File: src/hw/rtl/hct_pkg.sv
// Package for the handheld console timer: item structs, command and
// register select codes, and the fixed countdown floors and rate divisors.
// Depends on nothing.
`default_nettype none

package hct_pkg;

  typedef enum logic [1:0] {
    CMD_READ  = 2'd0,
    CMD_WRITE = 2'd1,
    CMD_TICK  = 2'd2
  } cmd_t;

  localparam logic [1:0] SEL_DIVIDER = 2'd0;
  localparam logic [1:0] SEL_TIMER   = 2'd1;
  localparam logic [1:0] SEL_RELOAD  = 2'd2;
  localparam logic [1:0] SEL_CONTROL = 2'd3;

  localparam int CTRL_ENABLE_BIT = 2;

  localparam int DIVCD_FLOOR = -512;
  localparam int TIMCD_FLOOR = -2048;

  localparam int RATE_DIV_0 = 4096;
  localparam int RATE_DIV_1 = 262144;
  localparam int RATE_DIV_2 = 65536;
  localparam int RATE_DIV_3 = 16384;

  typedef struct packed {
    logic [1:0] cmd;
    logic [1:0] reg_select;
    logic [7:0] write_data;
    logic [7:0] tick_cycles;
  } in_t;

  typedef struct packed {
    logic [7:0] read_data;
    logic       timer_irq;
  } out_t;

endpackage

`default_nettype wire

File: src/hw/rtl/handheld_console_timer_top.sv
// Top level of the handheld console timer: divider, timer counter, reload
// value and control registers with their countdowns, plus an output skid stage.
// Depends on hct_pkg.
`default_nettype none

// The block takes one item (register read, register write or tick) in every
// clock cycle while in_stall is low, and gives exactly one result item for
// each. All of an item's work is a short add, compare and select on the state
// registers, so the state is updated in the cycle of acceptance. The result
// goes into an output register backed by a one-entry skid stage, so input
// is taken while a result waits; in_stall rises only when both are full.
module handheld_console_timer_top #(
  parameter int DIV_PERIOD = 256,
  parameter int CLOCK_RATE = 4194304
) (
  input  wire logic         clk,
  input  wire logic         rst_n,
  input  wire logic         in_valid,
  output logic              in_stall,
  input  wire hct_pkg::in_t in_data,
  output logic              out_valid,
  input  wire logic         out_stall,
  output hct_pkg::out_t     out_data
);

  localparam int DW_MIN = 10;
  localparam int DW_REQ = $clog2(DIV_PERIOD) + 1;
  localparam int DW     = (DW_REQ > DW_MIN) ? DW_REQ : DW_MIN;

  localparam int TP_MAX = CLOCK_RATE / hct_pkg::RATE_DIV_0;
  localparam int TW_MIN = 12;
  localparam int TW_REQ = $clog2(TP_MAX + 1) + 1;
  localparam int TW     = (TW_REQ > TW_MIN) ? TW_REQ : TW_MIN;

  localparam logic signed [DW:0] DIV_FLOOR = (DW+1)'(hct_pkg::DIVCD_FLOOR);
  localparam logic signed [DW:0] DIV_ADD   = (DW+1)'(DIV_PERIOD);
  localparam logic signed [TW:0] TIM_FLOOR = (TW+1)'(hct_pkg::TIMCD_FLOOR);
  localparam logic signed [TW:0] TP0 = (TW+1)'(CLOCK_RATE / hct_pkg::RATE_DIV_0);
  localparam logic signed [TW:0] TP1 = (TW+1)'(CLOCK_RATE / hct_pkg::RATE_DIV_1);
  localparam logic signed [TW:0] TP2 = (TW+1)'(CLOCK_RATE / hct_pkg::RATE_DIV_2);
  localparam logic signed [TW:0] TP3 = (TW+1)'(CLOCK_RATE / hct_pkg::RATE_DIV_3);

  logic [7:0]           divider_r, divider_nxt;
  logic [7:0]           timer_count_r, timer_count_nxt;
  logic [7:0]           reload_r, reload_nxt;
  logic [7:0]           control_r, control_nxt;
  logic signed [DW-1:0] div_cd_r, div_cd_nxt;
  logic signed [TW-1:0] tim_cd_r, tim_cd_nxt;

  logic                 out_valid_r;
  hct_pkg::out_t        out_data_r;
  logic                 skid_valid_r;
  hct_pkg::out_t        skid_data_r;

  logic                 accept;
  logic                 out_fire;
  hct_pkg::out_t        res;

  logic signed [DW:0]   div_diff;
  logic signed [DW:0]   div_sat;
  logic signed [TW:0]   tim_diff;
  logic signed [TW:0]   tim_sat;
  logic signed [TW:0]   tim_period;
  logic [7:0]           timer_inc;

  assign in_stall  = skid_valid_r;
  assign accept    = in_valid & ~skid_valid_r;
  assign out_fire  = out_valid_r & ~out_stall;
  assign out_valid = out_valid_r;
  assign out_data  = out_data_r;

  always_comb begin
    case (control_r[1:0])
      2'd0:    tim_period = TP0;
      2'd1:    tim_period = TP1;
      2'd2:    tim_period = TP2;
      default: tim_period = TP3;
    endcase
  end

  always_comb begin
    divider_nxt     = divider_r;
    timer_count_nxt = timer_count_r;
    reload_nxt      = reload_r;
    control_nxt     = control_r;
    div_cd_nxt      = div_cd_r;
    tim_cd_nxt      = tim_cd_r;
    res             = '0;

    div_diff  = {div_cd_r[DW-1], div_cd_r} - {{(DW+1-8){1'b0}}, in_data.tick_cycles};
    div_sat   = (div_diff < DIV_FLOOR) ? DIV_FLOOR : div_diff;
    tim_diff  = {tim_cd_r[TW-1], tim_cd_r} - {{(TW+1-8){1'b0}}, in_data.tick_cycles};
    tim_sat   = (tim_diff < TIM_FLOOR) ? TIM_FLOOR : tim_diff;
    timer_inc = timer_count_r + 8'd1;

    case (in_data.cmd)
      hct_pkg::CMD_READ: begin
        case (in_data.reg_select)
          hct_pkg::SEL_DIVIDER: res.read_data = divider_r;
          hct_pkg::SEL_TIMER:   res.read_data = timer_count_r;
          hct_pkg::SEL_RELOAD:  res.read_data = reload_r;
          default:              res.read_data = control_r;
        endcase
      end
      hct_pkg::CMD_WRITE: begin
        case (in_data.reg_select)
          hct_pkg::SEL_DIVIDER: divider_nxt     = 8'd0;
          hct_pkg::SEL_TIMER:   timer_count_nxt = in_data.write_data;
          hct_pkg::SEL_RELOAD:  reload_nxt      = in_data.write_data;
          default:              control_nxt     = in_data.write_data;
        endcase
      end
      hct_pkg::CMD_TICK: begin
        if (div_sat < 0) begin
          div_cd_nxt  = DW'(div_sat + DIV_ADD);
          divider_nxt = divider_r + 8'd1;
        end else begin
          div_cd_nxt = DW'(div_sat);
        end
        if (control_r[hct_pkg::CTRL_ENABLE_BIT]) begin
          if (tim_sat <= 0) begin
            tim_cd_nxt = TW'(tim_sat + tim_period);
            if (timer_inc == 8'd0) begin
              timer_count_nxt = reload_r;
              res.timer_irq   = 1'b1;
            end else begin
              timer_count_nxt = timer_inc;
            end
          end else begin
            tim_cd_nxt = TW'(tim_sat);
          end
        end
      end
      default: begin
      end
    endcase
  end

  always_ff @(posedge clk) begin
    if (!rst_n) begin
      divider_r     <= '0;
      timer_count_r <= '0;
      reload_r      <= '0;
      control_r     <= '0;
      div_cd_r      <= '0;
      tim_cd_r      <= '0;
    end else if (accept) begin
      divider_r     <= divider_nxt;
      timer_count_r <= timer_count_nxt;
      reload_r      <= reload_nxt;
      control_r     <= control_nxt;
      div_cd_r      <= div_cd_nxt;
      tim_cd_r      <= tim_cd_nxt;
    end
  end

  always_ff @(posedge clk) begin
    if (!rst_n) begin
      out_valid_r  <= 1'b0;
      skid_valid_r <= 1'b0;
    end else if (!out_valid_r || out_fire) begin
      if (skid_valid_r) begin
        out_valid_r  <= 1'b1;
        skid_valid_r <= 1'b0;
      end else begin
        out_valid_r <= accept;
      end
    end else if (accept) begin
      skid_valid_r <= 1'b1;
    end
  end

  always_ff @(posedge clk) begin
    if (!out_valid_r || out_fire) begin
      out_data_r <= skid_valid_r ? skid_data_r : res;
    end else if (accept) begin
      skid_data_r <= res;
    end
  end

endmodule

`default_nettype wire
File: config.mk
export PLATFORM = sky130hd
export DESIGN_NAME = handheld_console_timer_top
export DESIGN_NICKNAME = d
export VERILOG_FILES = /design/src/hw/rtl/hct_pkg.sv /design/src/hw/rtl/handheld_console_timer_top.sv
export SDC_FILE = /design/constraint.sdc
export NUM_CORES = 1
export LEC_CHECK = 0
export BUFFER_PORTS_ARGS = -buffer_cell sky130_fd_sc_hd__buf_4
export CORE_ASPECT_RATIO = 1.75
export CORE_MARGIN = 2
export CORE_UTILIZATION = 55
export CTS_BUF_LIST = sky130_fd_sc_hd__clkbuf_4 sky130_fd_sc_hd__clkbuf_8
export DETAILED_ROUTE_END_ITERATION = 10
export GPL_ROUTABILITY_DRIVEN = 1
export HOLD_SLACK_MARGIN = 0.12
export PLACE_DENSITY = 0.82
export SLEW_MARGIN = 5
export SYNTH_ARGS = -nofsm -noshare
export SYNTH_HDL_FRONTEND = slang
export SYNTH_SLANG_ARGS = --single-unit
File: constraint.sdc
create_clock -name clk -period 8.4 [get_ports clk]
set_input_delay 2.52 -clock clk [delete_from_list [all_inputs] [get_ports clk]]
set_output_delay 2.52 -clock clk [all_outputs]
set_load 0.005 [all_outputs]
[Yosys cells after proc, flatten, opt, wreduce, memory -nomap -nowiden]
Index checks and enable logic that the tools add are counted.
Operators by class
  $add $sub $neg: 6
  magnitude comparators: 4
  eq/ne operators: 11
  mux-type cells: 21
  bitwise logic cells: 7
  reductions and logical operators: 16
Operator list (number)
  2-to-1 mux 8 bit: 7
  case mux 11 bit (3 select lines): 1
  case mux 8 bit (2 select lines): 2
  case mux 8 bit (3 select lines): 1
  adder 8 x 1 -> 8 bit, second input constant: 2
  <= comparator 13 x 1 -> 1 bit, second input constant: 1
  < comparator 13 x 12 -> 1 bit, second input constant: 1
  2-to-1 mux 13 bit: 1
  subtractor 12 x 9 -> 13 bit: 1
  adder 12 bit: 1
  2-to-1 mux 12 bit: 1
  < comparator 11 x 1 -> 1 bit, second input constant: 1
  < comparator 11 x 10 -> 1 bit, second input constant: 1
  2-to-1 mux 11 bit: 1
  subtractor 10 x 9 -> 11 bit: 1
  adder 10 bit, second input constant: 1
  2-to-1 mux 10 bit: 1
  inequality test 2 bit, second input constant: 5
  2-to-1 mux 9 bit: 1
  AND reduction 3 bit: 3
  zero test 8 bit: 1
  == test 2 x 1 -> 1 bit, second input constant: 3
  == test 2 bit, second input constant: 3
  zero test 2 bit: 3
  other kinds (11): 21
Storage, ports and cells
  register bits: 74
  input bits: 24
  output and inout port bits: 11
  word-level logic and storage cells: 77

[Depth between registers and ports, before layout]
Gate-level depths: netlist (run 1).
  word-level depth: 8
  depth in mapped cells: 18
  gate-level depth less buffers: 18

[Least setup slack after synthesis (run 1)]
Ideal clock, no wire load.
  kind: in2reg
  start: input port in_data[0] in the netlist's numbering
  end: register tim_cd_r[11]
  setup time: 0.131 ns
  arrival time: 5.351 ns
  data required time: 8.269 ns
  slack: 2.918 ns
  stages on the path: 16
  path buffers: 0
  cells stage by stage: ha_1 -> inv_1 -> fa_1 -> nand3_1 -> nand2_1 -> a21oi_4 -> nand4bb_1 -> nand2_1 -> nor2_1 -> ha_1 -> nand2b_1 -> mux2_2 -> o41ai_2 -> a31oi_1 -> o211ai_1 -> o311ai_1
On the way
  longest elaborated chain between the ends: 5
  elaborated cells on any way between the ends: 6
  classes of those cells: add/sub: 2; order compare: 2; mux: 2
Ends and longest elaborated chain
  from (decl): RTL line handheld_console_timer_top.sv:20  | input wire hct_pkg::in_t in_data,
  subtractor 12 x 9 -> 13 bit *: RTL line handheld_console_timer_top.sv:92  | tim_diff = {tim_cd_r[TW-1], tim_cd_r} - {{(TW+1-8){1'b0}}, in_data.tick_cycles};
  < comparator 13 x 12 -> 1 bit: RTL line handheld_console_timer_top.sv:93  | tim_sat = (tim_diff < TIM_FLOOR) ? TIM_FLOOR : tim_diff;
  2-to-1 mux 13 bit *: RTL line handheld_console_timer_top.sv:93
  adder 12 bit or <= comparator 13 x 1 -> 1 bit (tied branches): RTL line handheld_console_timer_top.sv:122, handheld_console_timer_top.sv:121
  2-to-1 mux 12 bit *: RTL line handheld_console_timer_top.sv:121  | if (tim_sat <= 0) begin
  to (signal assigned): RTL line handheld_console_timer_top.sv:153  | tim_cd_r <= tim_cd_nxt;
  to (decl): RTL line handheld_console_timer_top.sv:48  | logic signed [TW-1:0] tim_cd_r, tim_cd_nxt;
Every way passes the cells marked *; elsewhere a longest branch is shown, timed or not.
A chain may end at the register's enable or synchronous reset.

[Worst setup path in the final report (run 1)]
  start: input port in_data[5] in the netlist's numbering
  end: register tim_cd_r[11]
The elaborated chain is that of the path after synthesis.

==> impl_metrics.json, run 1 <==
{
  "viasPerCell": 6.304,
  "min_period_ns": 5.581,
  "wl_um": 11660,
  "ys.flop_type": "dfxtp_1",
  "fmax_mhz": 179.2,
  "hold_viol": 0,
  "synth.largest_area_cell": "dfxtp_1",
  "grt_pass1_vias": 4114,
  "antenna_left": 0,
  "post_cts_buffers": 0,
  "hpwlAfterDp_um": 8772,
  "clk_pin_slew_worst_paths_ns": 0.08,
  "worst_r2r_startpoint": "tim_cd_r[0]",
  "r2r_end": "tim_cd_r[11]",
  "grt_pass1_wl_um": 19040,
  "dr.pass1.iters": 5,
  "cp_cell_sequence": "buf_4 > inv_1 > ha_1 > a21oi_1 > o21ai_1 > a21oi_4 > nand4bb_1 > nand2_1 > nor2_1 > ha_1 > nand2b_1 > mux2_2 > o41ai_2 > a31oi_1 > o211ai_1 > o311ai_1",
  "detail_route.wl_per_cell_um": 17.61,
  "clk_latency_ns": 0.36,
  "status": "finished, final reports clean",
  "p_total_w": 0.0007780,
  "worst_slack_ns": 2.819,
  "ys_warn_count": 0,
  "area_delta_synth_final_pct": 11.34,
  "cpMaxStageDelayCell": "ha_1",
  "syn_nets": 563,
  "crit_path_max_incr_delay_ns": 0.45,
  "cts_tree": "done",
  "antenna_found_initial": 0,
  "cts.path.max_buffers": 2,
  "fin_skew_ns": 0.008664,
  "n_antenna_cell": 0,
  "tightestPinTransition_ns": 0.6909,
  "required_ns": 8.64,
  "cts_max_level": 3,
  "crit_arrival_ns": 5.82,
  "grt_use_total": 0.2606,
  "r2r_slack_ns": 4.74,
  "rsz0062_at_grt": "no",
  "post_cts_resized": 0,
  "drc": 0,
  "cts_sinks": 74,
  "postSynthAreaPerCell_sq_um": 9.299,
  "cts_made_buffers": 9,
  "die_h_um": 127.3,
  "crit_family": "compound AO/OA/AOI/OAI gates",
  "peakVddDrop_mv": 0.09595,
  "synthesis.area_sq_um": 4780,
  "cap_violations": 0,
  "dieArea_sq_um": 9482,
  "grt_max_degree": 30,
  "layout-drive-gt1-share": 0.1633,
  "syn_inst": 514,
  "core_sq_um": 8558,
  "hold_class": "reg2reg",
  "min-delay-start": "div_cd_r[0]",
  "setup_viol": 0,
  "vias": 4173,
  "hold_end": "div_cd_r[0]",
  "setup.worst_path.class": "in2reg",
  "dp.cells": 646,
  "end_kind": "flop",
  "path_buf_inv": 2,
  "fillCellCount": 733,
  "cts-root-buf": "clkbuf_8",
  "synthTopCellsByCount": "nor2_1, dfxtp_1, a21oi_1, nand2_1, mux2i_1",
  "rr_worst_depth": 17,
  "pin_count": 35,
  "synthTopCellsByArea": "dfxtp_1, edfxtp_1, ha_1, mux2i_1, nor2_1",
  "cts_hold_buf": 0,
  "final_nets": 589,
  "report.final.slew_viol_count": 0,
  "chipWidth_um": 74.47,
  "p_leak_nw": 2.259,
  "critical_path.most_common_cell": "ha_1",
  "synth_cell_type_count": 75,
  "synth-seq-cells": 74,
  "min_path_cells": 2,
  "async_reset_ff_frac": 0,
  "pre_cts_ws_ns": 2.483,
  "crit_fanout": 10,
  "port_buffers": 34,
  "layoutNonFillerInstCount": 662,
  "first_iter_violations": 305,
  "yosysMostFrequentCell": "nor2_1",
  "worstSetupStartpointType": "primary input",
  "start_util": 0.5585,
  "synth_top_area_share": 0.2346,
  "seq_area_frac_synth": 0.3476,
  "max-slew-margin-rel": 0.5377,
  "p_per_area_nw_per_um2": 146.2,
  "grt-ovfl-total": 0,
  "rows": 45,
  "place.gp.congestion": 0.9592,
  "fin_crit_sh": 0.6644,
  "synth-edff-count": 18,
  "fin_tns_setup_ns": 0
}
[cells by family (layout without fill, tap and decap cells)]
| group | after synthesis | in the layout | share of synthesized area |
|---|---|---|---|
| compound gates | 123 | 123 | 0.1914 |
| xor+xnor | 21 | 21 | 0.04241 |
| fa+ha+maj | 25 | 25 | 0.06859 |
| buf+inv | 42 | 73 | 0.03665 |
| flops | 74 | 74 | 0.3476 |
| mux | 44 | 44 | 0.1160 |
| simple gates | 185 | 185 | 0.1974 |
[where the power goes]
part / internal [W] / leakage (nW) / total, W / switching [W]
Clock: 0.000172 / 0.110 / 0.000311 / 0.000139
Combinational: 0.0000389 / 1.51 / 0.0000905 / 0.0000516
Sequential: 0.000371 / 0.635 / 0.000377 / 0.00000557
[how the worst max path moves through the flow]
stage / cells after the start / endpoint / slack (ns) / from
after floorplan: 16 / tim_cd_r[11] / 2.92 / in_data[0]
after global placement: 18 / tim_cd_r[11] / 2.64 / in_data[0]
after detailed placement: 17 / tim_cd_r[11] / 2.48 / in_data[0]
after CTS: 17 / tim_cd_r[11] / 2.88 / in_data[5]
after global routing: 17 / tim_cd_r[11] / 2.51 / in_data[5]
final: 16 / tim_cd_r[11] / 2.82 / in_data[5]
[through the flow]
step	hold WS (ns)	area, sq um	util
floorplan	0.4198	4780	-
global placement	0.4410	5100	0.5959
CTS	0.4643	5321	0.6218
finish	0.4652	5321	0.6218
detailed placement	0.4401	5100	0.5959
global route	0.4879	5321	0.6218
[metal layers]
| layer | part of all wire | wire, um | global-route usage | vias to the layer above |
|---|---|---|---|---|
| met2 | 0.53 | 6183 | 0.4659 | 167 |
| met5 | 0 | 0 | 0 | - |
| met3 | 0.045 | 523 | 0.04968 | 51 |
| met1 | 0.37 | 4309 | 0.2730 | 2015 |
| li1 | - | - | - | 1940 |
| met4 | 0.055 | 638 | 0.1481 | 0 |
[worst register-to-register path: stages, from the launching register on]
cell	delay, ns
dfxtp_1	0.32
inv_1	0.05
ha_1	0.15
inv_1	0.05
fa_1	0.40
nand3_1	0.11
nand2_1	0.12
a21oi_4	0.27
nand4bb_1	0.19
nand2_1	0.23
nor2_1	0.10
ha_1	0.36
nand2b_1	0.08
mux2_2	0.27
o41ai_2	0.34
a31oi_1	0.17
o211ai_1	0.20
o311ai_1	0.12
[layout make-up]
type	count	area, sq um	area share
multi-input cells	398	2943	0.5530
clock inverters	6	90.09	0.01693
inverters	21	78.83	0.01481
repair buffers	36	270.3	0.05079
flip-flops and latches	74	1662	0.3122
well taps	117	146.4	0.02751
clock buffers	10	131.4	0.02469
[sequential cells by signal, indices dropped and copies added (netlist names)]
register	flops
control_r	8
div_cd_r	10
divider_r	8
in_stall	1
out_data	9
out_valid	1
reload_r	8
skid_data_r	9
tim_cd_r	12
timer_count_r	8
[placed cells by master, fill, tap and decap left out, types with 3 or more instances in the layout]
master / synthesis / layout
clkbuf_8: 0 / 9
nor2_1: 65 / 65
xor2_1: 12 / 12
and4_1: 4 / 4
a31oi_1: 4 / 4
o21ai_0: 13 / 13
nand2b_1: 5 / 5
mux4_2: 8 / 8
a211oi_1: 8 / 8
and2_1: 11 / 11
ha_1: 23 / 23
or3_1: 3 / 3
a21oi_1: 37 / 37
nand3_1: 14 / 14
nor3_1: 12 / 12
nor2b_1: 10 / 10
a211o_1: 3 / 3
o31a_1: 3 / 3
buf_4: 2 / 36
edfxtp_1: 18 / 18
mux2i_1: 25 / 25
o21ai_1: 3 / 3
xnor2_1: 8 / 8
and3_1: 4 / 4
nand4_1: 7 / 7
dfxtp_1: 56 / 56
a22o_1: 6 / 6
a21o_1: 7 / 7
inv_1: 21 / 21
nand2_1: 36 / 36
o31ai_1: 3 / 3
mux2_2: 11 / 11
o21a_1: 6 / 6
No activity file was read; power rests on OpenSTA's default activity.
==> run 2: changes to the inputs <==
--- a/config.mk
+++ b/config.mk
@@ -13,7 +13,7 @@
 export DETAILED_ROUTE_END_ITERATION = 10
 export GPL_ROUTABILITY_DRIVEN = 1
 export HOLD_SLACK_MARGIN = 0.12
-export PLACE_DENSITY = 0.82
+export PLACE_DENSITY = 0.85
 export SLEW_MARGIN = 5
 export SYNTH_ARGS = -nofsm -noshare
 export SYNTH_HDL_FRONTEND = slang
==> constraint.sdc (replaced) <==
create_clock -name clk -period 4.5 [get_ports clk]
set_input_delay 1.35 -clock clk [delete_from_list [all_inputs] [get_ports clk]]
set_output_delay 1.35 -clock clk [all_outputs]
set_load 0.005 [all_outputs]
==> impl_metrics.json, run 2 (synthesis results as in run 1) <==
{
  "status": "finished, final reports clean",
  "fin_area_sq_um": 5389,
  "crit_fanout": 6,
  "seq_area_sq_um": 1662,
  "final_nets": 599,
  "tightestPinTransition_ns": 0.8001,
  "drc": 0,
  "critical_path.most_common_cell": "ha_1",
  "setup.worst_path.class": "in2reg",
  "area_delta_synth_final_pct": 12.75,
  "crit_arrival_ns": 4.47,
  "layout_common_cells": "nor2_1, dfxtp_1, buf_4, a21oi_1, nand2_1",
  "core_sq_um": 8558,
  "internal_power_w": 0.001034,
  "layout-drive-gt1-share": 0.1820,
  "end_kind": "flop",
  "antenna_left": 0,
  "fmax_mhz": 236.8,
  "grt_use_total": 0.2515,
  "cts_hold_buf": 0,
  "p_clk_frac": 0.386,
  "worst_r2r_startpoint": "tim_cd_r[0]",
  "fillCellCount": 709,
  "min_period_ns": 4.224,
  "viasPerCell": 6.061,
  "chipWidth_um": 74.47,
  "port_buffers": 34,
  "dieArea_sq_um": 9482,
  "rows": 45,
  "p_seq_frac": 0.494,
  "p_leak_nw": 2.300,
  "die_h_um": 127.3,
  "fin_crit_sh": 0.9386,
  "grt-ovfl-total": 0,
  "setup_viol": 0,
  "fin_tns_setup_ns": 0,
  "start_util": 0.5585,
  "vias": 4073,
  "required_ns": 4.75,
  "cpMaxStageDelayCell": "o41ai_2",
  "largest_register_ffs": 12,
  "hold_viol": 0,
  "grt_pass1_wl_um": 18490,
  "layoutNonFillerInstCount": 672,
  "rr_worst_depth": 17,
  "comb_power_share": 0.120,
  "grt_max_degree": 39,
  "dpl_cell_area_sq_um": 5175,
  "cts.path.max_buffers": 2,
  "detail_route.wl_per_cell_um": 16.71,
  "crit_path_end": "tim_cd_r[11]",
  "antenna_found_initial": 0,
  "pin_count": 35,
  "crit_path_max_incr_delay_ns": 0.38,
  "p_per_area_nw_per_um2": 263.8,
  "cp-startpoint": "in_data[1]",
  "dr.pass1.iters": 5,
  "cts_sinks": 74,
  "rsz0062_at_grt": "no",
  "r2r_slack_ns": 0.95,
  "report.final.slew_viol_count": 0,
  "top_regs": "tim_cd_r (12), div_cd_r (10)",
  "hpwlAfterDp_um": 8517,
  "dp.cells": 656,
  "cp_cell_sequence": "buf_4 > inv_1 > ha_1 > nor2b_1 > o31a_1 > o21ai_4 > nand3_1 > nand2_2 > nor2_1 > ha_1 > nand2b_1 > mux2_2 > o41ai_2 > a31oi_1 > o211ai_1 > o311ai_1",
  "p_total_w": 0.001421,
  "cap_violations": 0,
  "clk_latency_ns": 0.37,
  "grt_pass1_vias": 4072,
  "peakVddDrop_mv": 0.2309,
  "clk_pin_slew_worst_paths_ns": 0.09,
  "switching_share": 0.2724,
  "worstSetupStartpointType": "primary input",
  "cts_tree": "done",
  "multi_input_area_sq_um": 2948,
  "switching_power_w": 0.0003871,
  "r2r_end": "tim_cd_r[11]",
  "first_iter_violations": 250,
  "fin_skew_ns": 0.01066,
  "cts_max_level": 3,
  "hold_ws_ns": 0.4757,
  "wl_um": 11230,
  "place.gp.congestion": 0.9636,
  "top_register": "tim_cd_r",
  "cts-root-buf": "clkbuf_8",
  "final_common_cell": "nor2_1",
  "cts_made_buffers": 9,
  "max-slew-margin-rel": 0.4625,
  "n_antenna_cell": 0,
  "hold_class": "reg2reg"
}
[run 2: metrics by stage]
stage,utilization,worst slack (ns)
floorplan,-,0.1880
global placement,0.6047,0.06552
detailed placement,0.6047,-0.1572
CTS,0.6291,0.2343
global route,0.6297,0.001938
finish,0.6297,0.2762
[run 2: layout make-up]
| cell class | instances | share of cell area |
|---|---|---|
| multi-input combinational | 398 | 0.5470 |
| sequential | 74 | 0.3083 |
| timing repair buffer | 46 | 0.06408 |
| tap | 117 | 0.02716 |
| clock buffer | 9 | 0.02299 |
| clock inverter | 7 | 0.01579 |
| inverter | 21 | 0.01463 |
[run 2: power by group through the flow]
stage / logic (W) / clock network [W] / registers (W)
after detailed placement: 0.000168 / 0 / 0.000718
final: 0.000170 / 0.000549 / 0.000703
after global placement: 0.000162 / 0 / 0.000717
after global routing: 0.000188 / 0.000581 / 0.000705
after CTS: 0.000169 / 0.000552 / 0.000703
after floorplan: 0.000111 / 0 / 0.000715
[run 2: worst min path at each step]
stage	start	cells past startpoint	endpoint	slack, ns
3_5_place_dp	div_cd_r[0]	2	div_cd_r[0]	0.46
5_1_grt	tim_cd_r[6]	2	tim_cd_r[6]	0.51
2_1_floorplan	div_cd_r[0]	2	div_cd_r[0]	0.42
6_report	div_cd_r[0]	2	div_cd_r[0]	0.48
3_3_place_gp	div_cd_r[0]	2	div_cd_r[0]	0.44
4_1_cts	div_cd_r[0]	2	div_cd_r[0]	0.48
[run 2: timing repair]
| action | CTS | global route |
|---|---|---|
| buffers inserted | 0 | 0 |
| setup endpoints to repair | 0 | 1 |
| gates resized for setup | 0 | 2 |
[run 2: per-layer routing]
metal / wire length [um] / vias up / part of all wire / GRT usage
met4: 497 / 0 / 0.044 / 0.1481
met2: 5888 / 154 / 0.52 / 0.4248
met5: 0 / - / 0 / 0
met3: 478 / 42 / 0.043 / 0.04890
li1: - / 1964 / - / -
met1: 4367 / 1913 / 0.39 / 0.2847
[run 2: critical path, delay by kind of cell]
kind	cells	cell delay, ns
AO/OA/AOI/OAI	6	1.36
AND/OR/NAND/NOR	5	0.68
adder cells (fa/ha/maj)	2	0.59
multiplexers	1	0.27
buffers and inverters	2	0.22
